`src/rtl/core/didq_pkg.sv`:
```
package didq_pkg;

  localparam int COUNT_W = 5;

  localparam logic [2:0] ACT_PUSH_BACK  = 3'd0;
  localparam logic [2:0] ACT_PUSH_FRONT = 3'd1;
  localparam logic [2:0] ACT_POP_BACK   = 3'd2;
  localparam logic [2:0] ACT_POP_FRONT  = 3'd3;
  localparam logic [2:0] ACT_INSERT     = 3'd4;
  localparam logic [2:0] ACT_SORT       = 3'd5;
  localparam logic [2:0] ACT_CLEAR      = 3'd6;

  localparam logic [1:0] ST_OK    = 2'd0;
  localparam logic [1:0] ST_EMPTY = 2'd1;
  localparam logic [1:0] ST_FULL  = 2'd2;

  localparam logic [2:0] CELL_HOLD       = 3'd0;
  localparam logic [2:0] CELL_PUSH_BACK  = 3'd1;
  localparam logic [2:0] CELL_PUSH_FRONT = 3'd2;
  localparam logic [2:0] CELL_POP_FRONT  = 3'd3;
  localparam logic [2:0] CELL_INSERT     = 3'd4;
  localparam logic [2:0] CELL_SORT       = 3'd5;

  typedef struct packed {
    logic [2:0]         action;
    logic signed [31:0] value;
  } in_word_t;

  typedef struct packed {
    logic signed [31:0]   popped;
    logic [COUNT_W-1:0]   count;
    logic [1:0]           status;
  } out_word_t;

  typedef struct packed {
    logic [2:0] op;
    logic       odd;
  } cell_ctl_t;

  typedef struct packed {
    logic occ;
    logic occ_left;
    logic occ_right;
    logic tail;
    logic ahead;
    logic at_pos;
  } cell_pos_t;

endpackage

```
`src/rtl/core/didq_cell.sv`:
```
module didq_cell #(
  parameter int VALUE_WIDTH = 32,
  parameter bit ODD         = 1'b0
) (
  input  logic                          clk,
  input  didq_pkg::cell_ctl_t           ctl,
  input  didq_pkg::cell_pos_t           pos,
  input  logic signed [VALUE_WIDTH-1:0] in_val,
  input  logic signed [VALUE_WIDTH-1:0] left,
  input  logic signed [VALUE_WIDTH-1:0] right,
  output logic signed [VALUE_WIDTH-1:0] val,
  output logic                          ge
);
  import didq_pkg::*;

  logic signed [VALUE_WIDTH-1:0] val_next;

  assign ge = !(pos.occ && (val < in_val));

  always_comb begin
    val_next = val;
    unique case (ctl.op)
      CELL_PUSH_BACK: begin
        if (pos.tail) val_next = in_val;
      end
      CELL_PUSH_FRONT: val_next = left;
      CELL_POP_FRONT:  val_next = right;
      CELL_INSERT: begin
        if (pos.at_pos) val_next = in_val;
        else if (!pos.ahead) val_next = left;
      end
      CELL_SORT: begin
        // left of a pair keeps the smaller, right of a pair the larger
        if (ODD == ctl.odd) begin
          if (pos.occ_right && (right < val)) val_next = right;
        end else begin
          if (pos.occ_left && pos.occ && (val < left)) val_next = left;
        end
      end
      default: val_next = val;
    endcase
  end

  always_ff @(posedge clk) begin
    val <= val_next;
  end

endmodule

```
`src/rtl/core/integer_deque_with_sorted_insert.sv`:
```
// channel | signals                       | word
// input   | in_valid, in_ready, in_data   | action, value
// output  | out_valid, out_ready, out_data| popped, count, status
//
// push, pop, sorted insert, clear: each word is applied to the cell row as it is accepted
// sort: odd-even transposition passes with two or more entries, no passes otherwise
// input stalls while a sort runs or while a result waits untaken
// rst clears fill, sort state and out_valid; cell values and out_data stay
module integer_deque_with_sorted_insert #(
  parameter int DEPTH       = 16,
  parameter int VALUE_WIDTH = 32
) (
  input  logic                clk,
  input  logic                rst,
  input  logic                in_valid,
  output logic                in_ready,
  input  didq_pkg::in_word_t  in_data,
  output logic                out_valid,
  input  logic                out_ready,
  output didq_pkg::out_word_t out_data
);
  import didq_pkg::*;

  localparam int FILL_W = $clog2(DEPTH + 1);
  localparam int IDX_W  = (DEPTH > 1) ? $clog2(DEPTH) : 1;

  logic [FILL_W-1:0] fill;
  logic [FILL_W-1:0] fill_next;
  logic [FILL_W-1:0] phase;
  logic [FILL_W-1:0] phase_next;
  logic              sorting;
  logic              sorting_next;
  logic              load_out;
  logic              acc;
  logic              full;
  logic              empty;
  logic [1:0]        status;
  logic [2:0]        op;
  logic [FILL_W-1:0] tail_pos;

  logic signed [VALUE_WIDTH-1:0] in_val;
  logic signed [VALUE_WIDTH-1:0] pop_val;
  logic signed [31:0]            pop_word;
  logic signed [VALUE_WIDTH-1:0] vals [DEPTH];
  logic [DEPTH-1:0]              ge_vec;
  logic [DEPTH-1:0]              first_ge;
  logic [DEPTH-1:0]              ahead_vec;
  cell_ctl_t                     ctl;

  generate
    if (VALUE_WIDTH <= 32) begin : g_in_narrow
      assign in_val = in_data.value[VALUE_WIDTH-1:0];
    end else begin : g_in_wide
      assign in_val = {{(VALUE_WIDTH-32){in_data.value[31]}}, in_data.value};
    end
    if (VALUE_WIDTH >= 32) begin : g_out_narrow
      assign pop_word = pop_val[31:0];
    end else begin : g_out_wide
      assign pop_word = {{(32-VALUE_WIDTH){pop_val[VALUE_WIDTH-1]}}, pop_val};
    end
  endgenerate

  assign in_ready  = !sorting && (!out_valid || out_ready);
  assign acc       = in_valid && in_ready;
  assign full      = (fill == FILL_W'(DEPTH));
  assign empty     = (fill == '0);
  assign tail_pos  = fill - 1'b1;
  assign first_ge  = ge_vec & (~ge_vec + 1'b1);
  assign ahead_vec = first_ge - 1'b1;
  assign ctl.op    = op;
  assign ctl.odd   = phase[0];

  always_comb begin
    op           = CELL_HOLD;
    fill_next    = fill;
    status       = ST_OK;
    pop_val      = '0;
    load_out     = 1'b0;
    sorting_next = sorting;
    phase_next   = phase;
    if (sorting) begin
      op         = CELL_SORT;
      phase_next = phase + 1'b1;
      if (phase == tail_pos) begin
        sorting_next = 1'b0;
        load_out     = 1'b1;
      end
    end else if (acc) begin
      load_out = 1'b1;
      unique case (in_data.action)
        ACT_PUSH_BACK, ACT_PUSH_FRONT, ACT_INSERT: begin
          if (full) begin
            status = ST_FULL;
          end else begin
            fill_next = fill + 1'b1;
            unique case (in_data.action)
              ACT_PUSH_BACK:  op = CELL_PUSH_BACK;
              ACT_PUSH_FRONT: op = CELL_PUSH_FRONT;
              default:        op = CELL_INSERT;
            endcase
          end
        end
        ACT_POP_BACK: begin
          if (empty) begin
            status = ST_EMPTY;
          end else begin
            fill_next = tail_pos;
            pop_val   = vals[tail_pos[IDX_W-1:0]];
          end
        end
        ACT_POP_FRONT: begin
          if (empty) begin
            status = ST_EMPTY;
          end else begin
            fill_next = tail_pos;
            pop_val   = vals[0];
            op        = CELL_POP_FRONT;
          end
        end
        ACT_SORT: begin
          if (fill > FILL_W'(1)) begin
            load_out     = 1'b0;
            sorting_next = 1'b1;
            phase_next   = '0;
          end
        end
        ACT_CLEAR: fill_next = '0;
        default:   fill_next = fill;
      endcase
    end
  end

  genvar i;
  generate
    for (i = 0; i < DEPTH; i++) begin : g_cell
      localparam logic [FILL_W-1:0] IDX = FILL_W'(i);
      cell_pos_t                     pos;
      logic signed [VALUE_WIDTH-1:0] left;
      logic signed [VALUE_WIDTH-1:0] right;

      assign pos.occ       = IDX < fill;
      assign pos.occ_left  = (i > 0) && (IDX <= fill);
      assign pos.occ_right = (i < DEPTH - 1) && ((IDX + 1'b1) < fill);
      assign pos.tail      = IDX == fill;
      assign pos.ahead     = ahead_vec[i];
      assign pos.at_pos    = first_ge[i];

      if (i == 0) begin : g_first
        assign left = in_val;
      end else begin : g_left
        assign left = vals[i-1];
      end
      if (i == DEPTH - 1) begin : g_last
        assign right = vals[i];
      end else begin : g_right
        assign right = vals[i+1];
      end

      didq_cell #(
        .VALUE_WIDTH(VALUE_WIDTH),
        .ODD        (i % 2 == 1)
      ) u_cell (
        .clk   (clk),
        .ctl   (ctl),
        .pos   (pos),
        .in_val(in_val),
        .left  (left),
        .right (right),
        .val   (vals[i]),
        .ge    (ge_vec[i])
      );
    end
  endgenerate

  always_ff @(posedge clk) begin
    if (rst) begin
      fill      <= '0;
      sorting   <= 1'b0;
      phase     <= '0;
      out_valid <= 1'b0;
    end else begin
      fill    <= fill_next;
      sorting <= sorting_next;
      phase   <= phase_next;
      if (load_out) out_valid <= 1'b1;
      else if (out_ready) out_valid <= 1'b0;
    end
  end

  always_ff @(posedge clk) begin
    if (load_out) begin
      out_data.popped <= pop_word;
      out_data.count  <= COUNT_W'(fill_next);
      out_data.status <= status;
    end
  end

`ifndef SYNTHESIS
  a_fill_bound: assert property (@(posedge clk) disable iff (rst)
    fill <= FILL_W'(DEPTH))
    else $error("fill beyond depth");

  a_sort_stall: assert property (@(posedge clk) disable iff (rst)
    sorting |-> !in_ready)
    else $error("input taken during sort");

  a_sort_fill: assert property (@(posedge clk) disable iff (rst)
    sorting |=> fill == $past(fill))
    else $error("fill moved during sort");

  a_result: assert property (@(posedge clk) disable iff (rst)
    (acc && (in_data.action != ACT_SORT)) |=> out_valid)
    else $error("no result for accepted word");
`endif

endmodule
```
`config.mk`:
```
export PLATFORM = sky130hd
export DESIGN_NAME = integer_deque_with_sorted_insert
export DESIGN_NICKNAME = d
export VERILOG_FILES = /design/src/rtl/core/didq_pkg.sv /design/src/rtl/core/didq_cell.sv /design/src/rtl/core/integer_deque_with_sorted_insert.sv
export SDC_FILE = /design/constraint.sdc
export NUM_CORES = 2
export LEC_CHECK = 0
export BUFFER_PORTS_ARGS = -buffer_cell sky130_fd_sc_hd__clkbuf_2
export CAP_MARGIN = 20
export CELL_PAD_IN_SITES_DETAIL_PLACEMENT = 1
export CELL_PAD_IN_SITES_GLOBAL_PLACEMENT = 1
export CORE_MARGIN = 1.5
export CORE_UTILIZATION = 52
export CTS_CLUSTER_SIZE = 20
export DETAILED_ROUTE_END_ITERATION = 6
export GPL_TIMING_DRIVEN = 0
export HOLD_SLACK_MARGIN = 0.06
export PLACE_DENSITY = 0.92
export SLEW_MARGIN = 20
export SYNTH_ARGS = -nofsm -noshare
export SYNTH_HDL_FRONTEND = slang
export SYNTH_SLANG_ARGS = --single-unit
```
`constraint.sdc`:
```
create_clock -name clk -period 9.85 [get_ports clk]
set_input_delay 0.4925 -clock clk [delete_from_list [all_inputs] [get_ports clk]]
set_output_delay 0.4925 -clock clk [all_outputs]
set_load 0.1 [all_outputs]
```
==> metrics.txt <==
Final #Nets=6725; Max FO, Critical Path=23; vias per std cell=7.54; number of synthesized flops with an enable pin=551; postcts setup bufs=0; RSZ-0062 raised after global routing=false; post-synth top area share=30.5%; PnR worst setup slack=2150 ps; Final Max Slew Viols=0; reg2reg path depth=14; Die W=between 300 and 400 µm; Post-Syn Instances=5486; Final Cell Area=59900 µm²; RR Startpoint=g_cell[0].u_cell.val[14]; Critical Path Slowest Stage Cell=or4_1; Skew-Pair Late Insertion Delay=700 ps; async set-reset flop share out of synthesis=0%; pre-CTS WS=1850 ps; TritonCTS clock tree=built; CTS H-Tree Depth=3; vias in the first global route=between 50000 and 60000; num ports=80; Critical Path RT=10230 ps; hold crit path type=in -> reg; Worst path top cell family by delay=simple AND/OR/NAND/NOR gates; Critical Path Max Stage Delay=around 900 ps; drt drc=13; Starting Density=between 50% and 60%; Peak VDD IR=0.110 mV; hold_ws=130 ps; hold worst-path end=out_valid; critical path arrival=8070 ps; Clock Path Buffers=3; Mapped Area=54200 µm²; Layout Area Growth over Synthesis=10.6%; PortBufs=77; most frequent cell after synthesis=ha_1; clock root buffer=clkbuf_16; final period utilization=78.2%; Yosys warnings=0; GRT overflow=0; Reg clk slew, reported paths=70 ps; critical path depth=16; Synth Flop Type=edfxtp_1; CP startpoint=in_data[13]; most area-hungry cell type in the Yosys netlist=edfxtp_1; register area share after synthesis=between 30% and 40%; pin slew with the least headroom to its limit=between 1000 and 1500 ps; detailed-router iteration count before antenna repair=7; first-pass GRT wire length=365 mm; Leak=26.2 nW; Tmin final=7700 ps; buffers plus inverters on the worst setup path=5; crit-path cells=clkbuf_2 > clkinv_1 > ha_1 > nand4_1 > nor3_1 > o311ai_1 > a21oi_1 > a211oi_1 > xnor2_1 > nand3b_2 > or4_1 > clkbuf_1 > or3_1 > a211oi_4 > buf_8 > buf_6; worst hold path stage count=4; Num CTS Buffers=75; WL per Instance=35.0 µm; Worst R2R End=g_cell[14].u_cell.val[2]; Core ar.=just over 100000 µm²; Worst Skew=32.9 ps; synth cell count leaders=967 x ha_1, 551 x edfxtp_1, 540 x inv_1; total number of vias=54000; Final Util=58.0%; Yosys cell types=85; Worst Setup End Kind=flip-flop; Syn Nets=approximately 6500; # setup viols final=0; RD Place Congestion=around 1; worst setup path category=in -> reg; drt total wl=approximately 250 mm; status=finished, violations left; gr usage total=between 40% and 50%; Worst slew margin=8.88%; layout cell share with drive strength beyond 1=roughly 9.0%; synth top area cells=edfxtp_1 31%, ha_1 22%, mux4_2 6.7%; total clock sinks=563; die height=326 µm; FF+latch count, synth=563; violated checks=design-rule violations; min-delay src=out_ready; Die ar.=106000 µm²; number of placement rows=118; Max-cap violations=0; final hold violations=0; Detail Placement HPWL=approximately 190 mm; Setup crit start kind=input port; post-route ant nets=0; initial antenna violation count=11; Mapped Avg Cell Area=9.87 µm²; DR iter-0 viols=8147; register-to-register setup slack=around 2700 ps; pwr dens=approximately 140 nW/µm²; Cell Area, Placed=around 57000 µm²; fmax=between 100 and 150 MHz; largest net degree at the start of global routing=28
[through the flow]
step           setup TNS (ps)  instances  power (mW)
6_report                    0       7162        8.48
2_1_floorplan               0       5486        4.40
5_1_grt                     0       7156        8.62
3_5_place_dp                0       7013        5.26
4_1_cts                     0       7147        8.30
3_3_place_gp          -418980       6943        5.09
[flip-flops by register name (all words and copies together) (netlist names)]
signal and count:
phase 5, fill 5, g_cell.u_cell.val 512, sorting 1, out_data 39, out_valid 1
[metal layers]
metal | global-route usage, % | up-vias | part of all wire, %
met5 | 0 | - | 0.029
met4 | 34.7 | 12 | 9.1
met3 | 13.2 | 1114 | 13
met2 | 67.4 | 4447 | 42
met1 | 57.4 | 26500 | 36
li1 | - | 21900 | -
[timing repair]
action                     CTS  global route
hold endpoints to repair     2             0
setup endpoints to repair    0             0
hold buffers                 1             0
gates resized for setup      0             0
[where the power goes]
part | leakage (nW) | internal (mW) | switching, mW
combinational | 19.7 | 0.844 | 1.45
clock | 1.25 | 1.80 | 1.29
sequential | 5.23 | 2.84 | 0.269
total | 26.2 | 5.48 | 3.00
[worst register-to-register path: stages (launching register included)]
cell and delay (ps):
edfxtp_1 500, ha_1 370, nand4_1 260, nor3_1 520
o311ai_1 440, a21oi_1 370, a211oi_1 100, xnor2_1 820
nand3b_2 300, or4_1 900, clkbuf_1 550, or3_1 560
a211oi_4 660, buf_8 270, buf_6 230
[logic make-up after synthesis]
group	Yosys count	share of synthesized area (%)
AO/OA/AOI/OAI	1684	22.2
XOR/XNOR	15	0.243
adder cells (fa/ha/maj)	967	22.3
buffers and inverters	858	6.03
flip-flops	563	31.0
multiplexers	204	7.48
AND/OR/NAND/NOR	1195	10.8
[cells in the final DEF (no fill, tap or decap), types with 17 or more instances in the layout]
cell,synthesis,routed
ha_1,967,967
edfxtp_1,551,551
inv_1,540,540
a21oi_1,409,407
nand2_1,360,360
a221o_1,293,293
nor2_1,290,286
o21ai_0,264,264
a21o_1,252,252
clkbuf_1,245,250
mux4_2,160,160
nand4_1,146,146
o211ai_1,118,118
clkbuf_2,0,87
clkbuf_16,0,77
nand3_1,65,65
buf_2,17,54
nor3_1,60,53
nor4_1,58,53
nand2b_1,43,43
a211oi_1,44,43
mux2i_1,39,39
o221ai_1,39,39
and2_1,39,39
nor2b_1,38,38
clkinv_1,31,37
a22oi_1,34,34
a311o_1,34,34
a222oi_1,32,32
buf_4,0,24
a31oi_1,23,22
and4_1,20,20
o21a_1,17,17
[how the worst max path moves through the flow]
stage	endpoint	slack, ps
global placement	g_cell[12].u_cell.val[2]	-3790
finish	g_cell[14].u_cell.val[2]	2150
global route	g_cell[14].u_cell.val[2]	2190
floorplan	g_cell[9].u_cell.val[0]	370
detailed placement	g_cell[14].u_cell.val[2]	1850
CTS	g_cell[14].u_cell.val[3]	2500
[final cells by class]
class / instances / area (µm²)
sequential: 563 / 16800
clock inverter: 43 / 587
timing repair buffer: 156 / 1200
buffer: 285 / 1130
tap: 1380 / 1730
clock buffer: 90 / 1980
antenna: 7 / 17.5
multi-input combinational: 4065 / 34300
inverter: 573 / 2160
fill: 11500 / 43400
Power figures use the tool's default switching activity.
